<file path="src/rtl/rbm_pkg.sv">
`default_nettype none
package rbm_pkg;

  localparam int MAX_NODES  = 1024;
  localparam int BLOCK_BITS = 64;
  localparam int ROW_BLOCKS = (MAX_NODES + BLOCK_BITS - 1) / BLOCK_BITS;

  // fixed field widths of the item
  localparam int OP_W = 2;
  localparam int ID_W = 10;

  localparam int CNT_W   = $clog2(MAX_NODES + 1);
  localparam int CMP_W   = (CNT_W > ID_W) ? CNT_W : ID_W;
  localparam int ROW_W   = $clog2(MAX_NODES);
  localparam int OFF_W   = $clog2(BLOCK_BITS);
  localparam int BLK_W   = (ROW_BLOCKS > 1) ? $clog2(ROW_BLOCKS) : 1;
  localparam int ADDR_W  = ROW_W + BLK_W;
  localparam int MEM_DEPTH = 2 ** ADDR_W;

  localparam logic [OP_W-1:0] OP_ADD_NODE = 2'd0;
  localparam logic [OP_W-1:0] OP_ADD_EDGE = 2'd1;
  localparam logic [OP_W-1:0] OP_QUERY    = 2'd2;

  typedef enum logic [2:0] {
    ST_INIT,
    ST_IDLE,
    ST_DECODE,
    ST_CLEAR,
    ST_MERGE,
    ST_QUERY,
    ST_QTAKE,
    ST_RESULT
  } state_t;

  typedef enum logic [1:0] {
    ACT_NONE,
    ACT_CLEAR,
    ACT_MERGE,
    ACT_QUERY
  } act_t;

  typedef struct packed {
    logic capture;
    logic decide;
    logic blk_clr;
    logic clear_wr;
    logic merge_rd;
    logic query_rd;
    logic query_take;
    logic out_load;
  } cmd_t;

  typedef struct packed {
    act_t act;
    logic blk_last;
    logic out_free;
  } stat_t;

endpackage
`default_nettype wire

</file>
<file path="src/rtl/rbm_ctrl.sv">
`default_nettype none
module rbm_ctrl (
  input  wire logic           clk,
  input  wire logic           rst_n,
  input  wire logic           in_valid,
  output logic                in_ready,
  input  wire rbm_pkg::stat_t stat,
  output rbm_pkg::cmd_t       cmd
);

  rbm_pkg::state_t state_r;
  rbm_pkg::state_t state_nxt;

  always_ff @(posedge clk) begin
    if (!rst_n) begin
      state_r <= rbm_pkg::ST_INIT;
    end else begin
      state_r <= state_nxt;
    end
  end

  always_comb begin
    state_nxt = state_r;
    cmd       = '0;
    in_ready  = 1'b0;
    case (state_r)
      // wipe row 0 after reset, the reserved node
      rbm_pkg::ST_INIT: begin
        cmd.clear_wr = 1'b1;
        if (stat.blk_last) begin
          state_nxt = rbm_pkg::ST_IDLE;
        end
      end
      rbm_pkg::ST_IDLE: begin
        in_ready = 1'b1;
        if (in_valid) begin
          cmd.capture = 1'b1;
          state_nxt   = rbm_pkg::ST_DECODE;
        end
      end
      rbm_pkg::ST_DECODE: begin
        cmd.decide  = 1'b1;
        cmd.blk_clr = 1'b1;
        case (stat.act)
          rbm_pkg::ACT_CLEAR: state_nxt = rbm_pkg::ST_CLEAR;
          rbm_pkg::ACT_MERGE: state_nxt = rbm_pkg::ST_MERGE;
          rbm_pkg::ACT_QUERY: state_nxt = rbm_pkg::ST_QUERY;
          default:            state_nxt = rbm_pkg::ST_RESULT;
        endcase
      end
      rbm_pkg::ST_CLEAR: begin
        cmd.clear_wr = 1'b1;
        if (stat.blk_last) begin
          state_nxt = rbm_pkg::ST_RESULT;
        end
      end
      // last block write-back lands in the first result cycle
      rbm_pkg::ST_MERGE: begin
        cmd.merge_rd = 1'b1;
        if (stat.blk_last) begin
          state_nxt = rbm_pkg::ST_RESULT;
        end
      end
      rbm_pkg::ST_QUERY: begin
        cmd.query_rd = 1'b1;
        state_nxt    = rbm_pkg::ST_QTAKE;
      end
      rbm_pkg::ST_QTAKE: begin
        cmd.query_take = 1'b1;
        state_nxt      = rbm_pkg::ST_RESULT;
      end
      rbm_pkg::ST_RESULT: begin
        if (stat.out_free) begin
          cmd.out_load = 1'b1;
          state_nxt    = rbm_pkg::ST_IDLE;
        end
      end
      default: begin
        state_nxt = rbm_pkg::ST_INIT;
      end
    endcase
  end

endmodule
`default_nettype wire

</file>
<file path="config.mk">
export PLATFORM = sky130hd
export DESIGN_NAME = rbm_ctrl
export DESIGN_NICKNAME = d
export VERILOG_FILES = /design/src/rtl/rbm_pkg.sv /design/src/rtl/rbm_ctrl.sv
export SDC_FILE = /design/constraint.sdc
export NUM_CORES = 1
export LEC_CHECK = 0
export ABC_CLOCK_PERIOD_IN_PS = 3400
export BUFFER_PORTS_ARGS = -buffer_cell sky130_fd_sc_hd__buf_2
export CORE_AREA = 5 5 42 44
export DETAILED_ROUTE_END_ITERATION = 16
export DIE_AREA = 0 0 47 49
export MAX_ROUTING_LAYER = met4
export SLEW_MARGIN = 20
export SYNTH_ARGS = -nofsm -noshare
export SYNTH_HDL_FRONTEND = slang
export SYNTH_SLANG_ARGS = --single-unit
</file>
<file path="constraint.sdc">
create_clock -name clk -period 3.4 [get_ports clk]
set_input_delay 0.17 -clock clk [delete_from_list [all_inputs] [get_ports clk]]
set_output_delay 0.17 -clock clk [all_outputs]
set_load 0.005 [all_outputs]
</file>
==> run_results.csv, run 1 <==
group,metric,value,unit
outcome,status,"finished, final reports clean",
clocking,cts-root-buf,"clkbuf_4",
worst_setup_path,critical-path-top-delay-family,"flip-flops",
layout,final_cell_mix,"15 x buf_2, 4 x inv_1, 3 x nor3b_1, 3 x clkbuf_4, 3 x dfxtp_1",
layout,largest_register_ffs,3,
logic_synthesis,yosys.area_share.simple,33.05,%
timing,whs,0.2332,ns
place,globalplace.congestion,0.7430,
timing,drv_slew,0,
logic_synthesis,synth_fa_ha_area_share,0,%
layout,n_antenna_cell,0,
die,core_area,0.001401,mm²
worst_setup_path,crit_buf_inv,1,
power,p_seq_share,34.2,%
clocking,ctsResizeCount,0,
power,combPwrFrac,26.0,%
logic_synthesis,yosys_warnings,0,
layout,drive_gt1_share,42.31,%
worst_setup_path,end_kind,"primary output",
grt,first_global_vias,266,
power,sw_frac_of_total,30.85,%
timing,maxSlewHeadroom,72.06,%
timing,layout_min_cycle_time,1.504,ns
worst_hold_path,hp-class,"input port to register",
worst_setup_path,critPathSlowestCell,"dfxtp_1",
drt,ant_nets,0,
place,dp_hpwl,534.6,µm
clocking,clock_sinks,3,
worst_setup_path,cp.required,3.23,ns
power,power.internal,0.1059,mW
drt,drt-total-wl,690,µm
logic_synthesis,synth_mux_area_share,3.390,%
clocking,cts_made_buffers,3,
worst_setup_path,cp-start-kind,"register",
die,die_w,47,µm
drt,viasPerCell,4.426,
logic_synthesis,syn-cell-area,295.3,µm²
drt,dr.pass1.iters,4,
power,max-vdd-ir-drop,0.0001195,V
worst_setup_path,crit_arrival,1.33,ns
timing,fin_crit_sh,44.23,%
timing,max_clock_freq,665.0,MHz
timing,finalSetupViolations,0,
logic_synthesis,avgSynthCellArea,7.981,µm²
logic_synthesis,synthXorXnorAreaFrac,2.966,%
drt,via_count,301,
grt,grt_pass1_wl,1159,µm
grt,grt_use_total,7.570,%
die,die_height,49,µm
drt,drtIter0Drc,1,
worst_setup_path,cp_max_fo,14,
worst_hold_path,worst_hold_startpoint,"rst_n",
logic_synthesis,synth_compound_area_share,22.46,%
clocking,path_clk_slew,0.04,ns
clocking,h-tree-depth,1,
timing,tightestPinTransition,0.4186,ns
die,die_area,0.002303,mm²
layout,layout_commonest_cell,"buf_2",
clocking,clockBufferDepth,2,
place,dpl.cell_count,64,
clocking,cts_tree,"yes",
worst_setup_path,crit_chain,"nor3b_1 > and2_1 > buf_2",
worst_setup_path,worstSetupPathType,"register to primary output",
power,power_density,403.8,mW/mm²
timing,grt_setup_unrepaired,"false",
clocking,postCtsSetupBuffers,0,
power,clkPwrFrac,39.7,%
timing,skew,0.0008344,ns
timing,setup-tns-final,0,ns
power,power.total,0.1531,mW
job,max-cap-violations,0,
layout,nNetsFinal,60,
layout,final_util,27.05,%
timing,hold_viol_final,0,
logic_synthesis,syn_nets,44,
place,io_buffers,15,
power,switching_power,0.04723,mW
power,p_leak,0.2028,nW
grt,antenna_found_initial,0,
clocking,cts-hold-fix-buffers,0,
logic_synthesis,synth_top_family_by_area,"simple AND/OR/NAND/NOR gates",
logic_synthesis,yosysSeqAreaShare,20.34,%
die,core.rowCount,14,
worst_setup_path,critPathMaxStageDelay,0.57,ns
die,start_util,21.07,%
logic_synthesis,synthDistinctLibCells,25,
grt,grt_overflow,0,
logic_synthesis,yosys_register_bits,3,
drt,drc,0,
die,boundaryPins,16,
layout,top_register,"state_r",
logic_synthesis,syn_inst,37,
worst_setup_path,r2r-start,"state_r[1]$_SDFFE_PN0P_",
drt,wl_per_cell,10.15,µm
clocking,clk_latency,0.23,ns
grt,grt_max_degree,15,
layout,largestRegisters,"state_r: 3 flops",
layout,area_growth,28.39,%
worst_setup_path,startpoint,"state_r[0]$_SDFFE_PN0P_",
layout,final-instance-count-excl-fill,68,
-- cells in the mapped netlist --
| master | count | area share [%] |
|---|---|---|
| nor2b_1 | 1 | 2.1 |
| nand2_1 | 2 | 2.5 |
| nand3_1 | 1 | 1.7 |
| mux2i_1 | 1 | 3.4 |
| buf_6 | 2 | 7.6 |
| and2_1 | 1 | 2.1 |
| a31oi_1 | 1 | 2.1 |
| o31ai_2 | 1 | 4.2 |
| inv_1 | 4 | 5.1 |
| and4b_2 | 1 | 3.8 |
| a211o_1 | 1 | 3.0 |
| o311ai_0 | 1 | 3.0 |
| a21oi_1 | 1 | 1.7 |
| nor3b_1 | 3 | 7.6 |
| o21ai_0 | 2 | 3.4 |
| buf_4 | 2 | 5.1 |
| a21boi_0 | 1 | 2.5 |
| xor2_1 | 1 | 3.0 |
| nor2b_2 | 1 | 3.0 |
| nand4_1 | 1 | 2.1 |
| and3_1 | 1 | 2.1 |
| dfxtp_1 | 3 | 20 |
| o31ai_1 | 1 | 2.5 |
| nor2_1 | 2 | 2.5 |
| nor3_2 | 1 | 3.4 |
-- area by class of cell --
class | instances | area (µm²)
inverter | 4 | 15.01
sequential | 3 | 60.06
multi-input combinational | 26 | 182.7
clock buffer | 4 | 26.28
tap | 16 | 20.02
fill | 170 | 1022
timing repair buffer | 15 | 75.07
-- layer usage --
metal	GRT usage (%)	share of wire, %	vias to the layer above
met5	-	0	-
met4	9.677	3.6	0
met3	1.107	7.2	2
met2	8.597	46	10
met1	9.409	43	128
li1	-	-	161
-- worst reg2reg max path: stages (launching register included) --
cell and delay [ns]:
dfxtp_1 0.56, nor3b_1 0.35, a31oi_1 0.12, a21boi_0 0.13
-- power groups by stage --
stage	clock network, mW	registers, mW	logic [mW]
floorplan	0	0.0437	0.0396
global placement	0	0.0523	0.0405
detailed placement	0	0.0527	0.0404
CTS	0.0631	0.0523	0.0406
global route	0.0659	0.0547	0.0448
finish	0.0608	0.0524	0.0398
-- final timing paths --
path	slack [ns]	endpoint	cells after the start
max	1.90	cmd[7]	3
max reg2reg	2.11	state_r[0]$_SDFFE_PN0P_	3
min	0.23	state_r[2]$_SDFFE_PN0P_	3
min reg2reg	0.65	state_r[2]$_SDFFE_PN0P_	2
-- cells by family after synthesis --
| kind of cell | after synthesis |
|---|---|
| AOI/OAI and AO/OA | 9 |
| xor gates and xnor gates | 1 |
| buffers and inverters | 8 |
| DFF | 3 |
| muxes | 1 |
| and+or+nand+nor | 15 |
-- per-stage QoR --
step / setup WS (ns) / cell area [µm²]
after floorplan: 2.224 / 295.3
after global placement: 2.122 / 352.8
after detailed placement: 2.103 / 352.8
after CTS: 1.887 / 379.1
after global routing: 1.780 / 379.1
final: 1.896 / 379.1
Note: power is estimated with default switching activity, not from simulation.
==> inputs of run 2 (changes only) <==
- ABC_AREA: default -> 1
- ABC_CLOCK_PERIOD_IN_PS: 3400 -> 1550
- clock period: 3.4 -> 1.55 ns (I/O delays scaled with it)
==> run_results.csv, run 2 <==
group,metric,value,unit
layout,area_growth,34.14,%
clocking,clk_latency,0.23,ns
place,dp_hpwl,601.9,µm
worst_setup_path,reg2reg_depth,5,
clocking,cts-hold-fix-buffers,0,
place,io_buffers,15,
logic_synthesis,yosys_warnings,0,
die,die_height,49,µm
die,start_util,22.23,%
timing,maxSlewHeadroom,77.75,%
clocking,postCtsSetupBuffers,0,
clocking,cts_tree,"yes",
clocking,path_clk_slew,0.04,ns
worst_setup_path,worstSetupPathType,"register to primary output",
die,core_area,0.001401,mm²
logic_synthesis,synth_area_leader_cell,"dfxtp_1",
power,power_density,1860,mW/mm²
die,die_area,0.002303,mm²
timing,finalSetupViolations,0,
grt,grt_use_total,7.653,%
timing,max_clock_freq,812.0,MHz
clocking,cts-root-buf,"clkbuf_4",
worst_hold_path,hp-class,"input port to register",
power,max-vdd-ir-drop,0.0008900,V
logic_synthesis,avgSynthCellArea,5.466,µm²
die,boundaryPins,16,
timing,tightestPinTransition,0.3333,ns
clocking,h-tree-depth,1,
logic_synthesis,syn_inst,57,
drt,drtIter0Drc,7,
timing,skew,0.001063,ns
clocking,clock_sinks,3,
worst_setup_path,startpoint,"state_r[0]$_SDFFE_PN0P_",
timing,grt_setup_unrepaired,"false",
grt,first_global_vias,332,
grt,grt_pass1_wl,1242,µm
timing,hold_viol_final,0,
worst_setup_path,r2r-start,"state_r[0]$_SDFFE_PN0P_",
timing,fin_crit_sh,79.45,%
worst_setup_path,end_kind,"primary output",
layout,top_register,"state_r",
grt,grt_max_degree,10,
layout,final_cell_mix,"15 x nor2_1, 15 x buf_2, 11 x nand2_1",
logic_synthesis,yosys_register_bits,3,
drt,wl_per_cell,7.978,µm
drt,drt-total-wl,718,µm
logic_synthesis,async_flop_share,0,%
worst_setup_path,cp-endpoint,"cmd[4]",
worst_setup_path,r2r_slack,0.33,ns
logic_synthesis,synthTopCellsByArea,"dfxtp_1 19%, nor2_1 18%, nand2_1 13%",
place,globalplace.congestion,0.7049,
timing,setup-tns-final,0,ns
place,dpl.cell_count,86,
worst_setup_path,crit_arrival,1.15,ns
logic_synthesis,synth_ff_type,"dfxtp_1",
drt,via_count,370,
timing,layout_min_cycle_time,1.232,ns
layout,n_antenna_cell,0,
outcome,status,"finished, final reports clean",
layout,largestRegisters,"state_r: 3 flops",
drt,ant_nets,0,
worst_setup_path,cp.required,1.47,ns
drt,drc,0,
die,core.rowCount,14,
logic_synthesis,synth.top_cells.by_count,"15 x nor2_1, 11 x nand2_1, 8 x inv_1, 5 x nand3_1",
worst_hold_path,hold_depth,3,
logic_synthesis,synthDistinctLibCells,14,
timing,drv_slew,0,
logic_synthesis,yosysMostFrequentCell,"nor2_1",
drt,viasPerCell,4.111,
clocking,ctsResizeCount,0,
logic_synthesis,synth.top_cell.area_share,19.28,%
logic_synthesis,synth_edf_count,0,
layout,nFillCells,179,
grt,grt_overflow,0,
clocking,cts_made_buffers,3,
drt,dr.pass1.iters,4,
grt,antenna_found_initial,0,
job,max-cap-violations,0,
logic_synthesis,syn_nets,64,
worst_setup_path,rr_endpoint,"state_r[2]$_SDFFE_PN0P_",
logic_synthesis,syn-cell-area,311.5,µm²
layout,largest_register_ffs,3,
worst_setup_path,cp-start-kind,"register",
power,power.total,0.7772,mW
die,die_w,47,µm
layout,nNetsFinal,82,
clocking,clockBufferDepth,2,
layout,drive_gt1_share,33.78,%
power,p_leak,0.2508,nW
logic_synthesis,yosysSeqAreaShare,19.28,%
worst_setup_path,cp_max_fo,9,
layout,final-instance-count-excl-fill,90,
-- run 2: cell count changes after synthesis, sizes merged, moves of 3 or more --
cell   previous run  this run
nand3             1         7
inv               4         9
nor3b             3         0
nor2              2        18
nand2             2        12
-- run 2: power by group --
part | internal (mW) | switching [mW] | total [mW] | leakage [nW]
clock network | 0.0963 | 0.0384 | 0.135 | 0.0150
registers | 0.116 | 0.0800 | 0.196 | 0.0250
logic | 0.189 | 0.258 | 0.447 | 0.211
total | 0.401 | 0.376 | 0.777 | 0.251
-- run 2: final cells by class --
class | instances | area, µm² | share of cell area [%]
multi-input combinational | 43 | 202.7 | 48.50
timing repair buffer | 15 | 75.07 | 17.96
sequential | 3 | 60.06 | 14.37
inverter | 9 | 33.78 | 8.084
clock buffer | 4 | 26.28 | 6.287
tap | 16 | 20.02 | 4.790
-- run 2: logic make-up (layout without fill, tap and decap cells) --
logic type	after synthesis	count (layout)	share of synthesized area, %
AOI/OAI and AO/OA	6	6	9.636
and+or+nand+nor	37	37	55.42
DFF	3	3	19.28
buffers and inverters	11	28	15.66
-- run 2: worst min-delay path by stage --
stage               start  slack [ns]                      end
floorplan           rst_n        0.20  state_r[1]$_SDFFE_PN0P_
global route        rst_n        0.08  state_r[0]$_SDFFE_PN0P_
finish              rst_n        0.09  state_r[2]$_SDFFE_PN0P_
global placement    rst_n        0.33  state_r[2]$_SDFFE_PN0P_
detailed placement  rst_n        0.33  state_r[2]$_SDFFE_PN0P_
CTS                 rst_n        0.08  state_r[2]$_SDFFE_PN0P_
-- run 2: per-layer routing --
| layer | up-vias | routed length, µm | track usage (%) | part of all wire (%) |
|---|---|---|---|---|
| li1 | 207 | - | - | - |
| met3 | 0 | 46 | 2.583 | 6.4 |
| met4 | 0 | 0 | 6.912 | 0 |
| met5 | - | 0 | - | 0 |
| met1 | 155 | 323 | 8.132 | 45 |
| met2 | 8 | 349 | 10.63 | 49 |
-- run 2: metrics by stage --
step,hold slack [ns],setup WS [ns],area (µm²),utilization [%]
6_report,0.08794,0.3185,417.9,29.82
3_5_place_dp,0.3267,0.3391,391.6,27.95
2_1_floorplan,0.1982,0.5078,311.5,-
3_3_place_gp,0.3279,0.3518,391.6,27.95
4_1_cts,0.08006,0.2960,417.9,29.82
5_1_grt,0.08377,0.1944,417.9,29.82
-- run 2: critical path: stages, from the launching register on --
cell and delay [ns]:
dfxtp_1 0.51, inv_1 0.10, nand2_1 0.11, o21ai_0 0.08, buf_2 0.14
==> inputs of run 3 (changes only) <==
- ABC_AREA: 1 -> 0
- ABC_CLOCK_PERIOD_IN_PS: 1550 -> 1170
- clock period: 1.55 -> 1.17 ns (I/O delays scaled with it)
==> run_results.csv, run 3 (synthesis results as in run 1) <==
group,metric,value,unit
die,core.rowCount,14,
layout,largest_register_ffs,3,
clocking,clockBufferDepth,2,
timing,fin_ws,0.003830,ns
worst_hold_path,whs_endpoint,"state_r[2]$_SDFFE_PN0P_",
clocking,cts-root-buf,"clkbuf_4",
timing,setup-tns-final,0,ns
timing,grt_setup_unrepaired,"true",
drt,via_count,351,
power,p_leak,0.2716,nW
die,core_area,0.001401,mm²
worst_hold_path,hp-class,"input port to register",
die,die_area,0.002303,mm²
grt,grt_pass1_wl,1380,µm
clocking,cts-hold-fix-buffers,0,
worst_hold_path,hold_depth,3,
timing,whs,0.1076,ns
clocking,h-tree-depth,1,
clocking,path_clk_slew,0.04,ns
drt,drt-total-wl,816,µm
power,power_density,1079,mW/mm²
timing,fin_crit_sh,99.67,%
place,dpl.cell_count,72,
timing,skew,0.0003787,ns
timing,max_clock_freq,857.5,MHz
outcome,status,"finished, final reports clean",
drt,viasPerCell,4.443,
layout,n_antenna_cell,0,
layout,final_util,35.63,%
worst_setup_path,rr_endpoint,"state_r[2]$_SDFFE_PN0P_",
layout,drive_gt1_share,60.32,%
die,start_util,21.07,%
layout,nFillCells,160,
drt,dr.pass1.iters,3,
timing,finalSetupViolations,0,
drt,drtIter0Drc,6,
grt,first_global_vias,322,
layout,area_growth,69.07,%
worst_setup_path,cp-start-kind,"register",
timing,drv_slew,0,
timing,maxSlewHeadroom,79.67,%
place,dp_hpwl,619.4,µm
worst_setup_path,cp_max_fo,5,
place,globalplace.congestion,0.7979,
drt,ant_nets,0,
layout,top_register,"state_r",
clocking,cts_made_buffers,3,
clocking,clock_sinks,3,
layout,final-instance-count-excl-fill,79,
layout,nNetsFinal,71,
timing,tightestPinTransition,0.3012,ns
worst_setup_path,r2r_slack,0.02,ns
drt,drc,0,
layout,largestRegisters,"state_r: 3 flops",
place,place_ws,0.0002506,ns
grt,antenna_found_initial,0,
grt,grt_max_degree,11,
die,die_w,47,µm
die,die_height,49,µm
drt,wl_per_cell,10.33,µm
worst_setup_path,worstSetupPathType,"register to primary output",
clocking,cts_tree,"yes",
timing,hold_viol_final,0,
worst_setup_path,end_kind,"primary output",
worst_setup_path,cp.required,1.11,ns
job,max-cap-violations,0,
layout,layout_commonest_cell,"buf_2",
power,max-vdd-ir-drop,0.0004356,V
layout,final_cell_mix,"16 x buf_2, 6 x buf_4, 4 x inv_1, 4 x buf_6, 3 x clkbuf_4",
grt,grt_use_total,8.796,%
grt,grt_overflow,0,
worst_setup_path,r2r-start,"state_r[1]$_SDFFE_PN0P_",
place,io_buffers,15,
clocking,clk_latency,0.24,ns
worst_setup_path,reg2reg_depth,3,
worst_hold_path,worst_hold_startpoint,"rst_n",
timing,layout_min_cycle_time,1.166,ns
worst_setup_path,crit_arrival,1.11,ns
die,boundaryPins,16,
run 3: changes by cell type in the layout (fill, tap and decap cells not counted), moves of 3 or more:
cell	before	now
buf_4	0	6
nand2_1	11	2
nor2_1	15	2
nand3_1	5	1
buf_6	0	4
dfxtp_1	3	0
inv_1	8	4
run 3: where the power goes:
group / switching, mW / total [mW] / internal [mW] / leakage, nW
Sequential: 0.0215 / 0.139 / 0.118 / 0.0264
Combinational: 0.0876 / 0.215 / 0.128 / 0.230
Clock: 0.0560 / 0.184 / 0.128 / 0.0150
run 3: per-stage QoR:
stage	total power, mW	area (µm²)
6_report	0.5386	499.2
5_1_grt	0.5736	499.2
4_1_cts	0.5282	474.2
3_5_place_dp	0.3189	417.9
3_3_place_gp	0.3189	417.9
2_1_floorplan	0.2444	300.3
run 3: how the worst max path moves through the flow:
| stage | from | endpoint | slack [ns] | cells after the start |
|---|---|---|---|---|
| after CTS | state_r[1]$_SDFFE_PN0P_ | cmd[7] | -0.02 | 4 |
| after floorplan | state_r[1]$_SDFFE_PN0P_ | state_r[2]$_SDFFE_PN0P_ | 0.07 | 4 |
| after global routing | state_r[1]$_SDFFE_PN0P_ | cmd[0] | -0.06 | 4 |
| after detailed placement | state_r[1]$_SDFFE_PN0P_ | state_r[2]$_SDFFE_PN0P_ | 0.0003 | 3 |
| after global placement | state_r[1]$_SDFFE_PN0P_ | state_r[2]$_SDFFE_PN0P_ | 0.03 | 3 |
| final | state_r[2]$_SDFFE_PN0P_ | cmd[7] | 0.004 | 4 |
run 3: layout make-up:
class                      instances  area, µm²  area share (%)
clock buffer                       4      26.28           5.263
multi-input combinational         26      198.9           39.85
sequential                         3      68.82           13.78
tap                               16      20.02           4.010
inverter                           4      15.01           3.008
timing repair buffer              26      170.2           34.09
run 3: per-layer routing:
layer | wire length (µm) | global-route usage (%)
met2 | 399 | 12.22
met5 | 0 | -
met3 | 57 | 2.583
met1 | 336 | 9.409
met4 | 23 | 8.295
run 3: worst max-delay path: stages, from the launching register on:
cell and delay [ns]:
dfxtp_2 0.33, buf_6 0.13, nor3b_2 0.18, and2_1 0.13, buf_2 0.10
run 3: timing repair:
item / in CTS / in global routing
gates cloned: 0 / 1
pin swaps: 3 / 2
gates resized for setup: 9 / 2
setup endpoints to repair: 8 / 7
setup buffers: 1 / 2
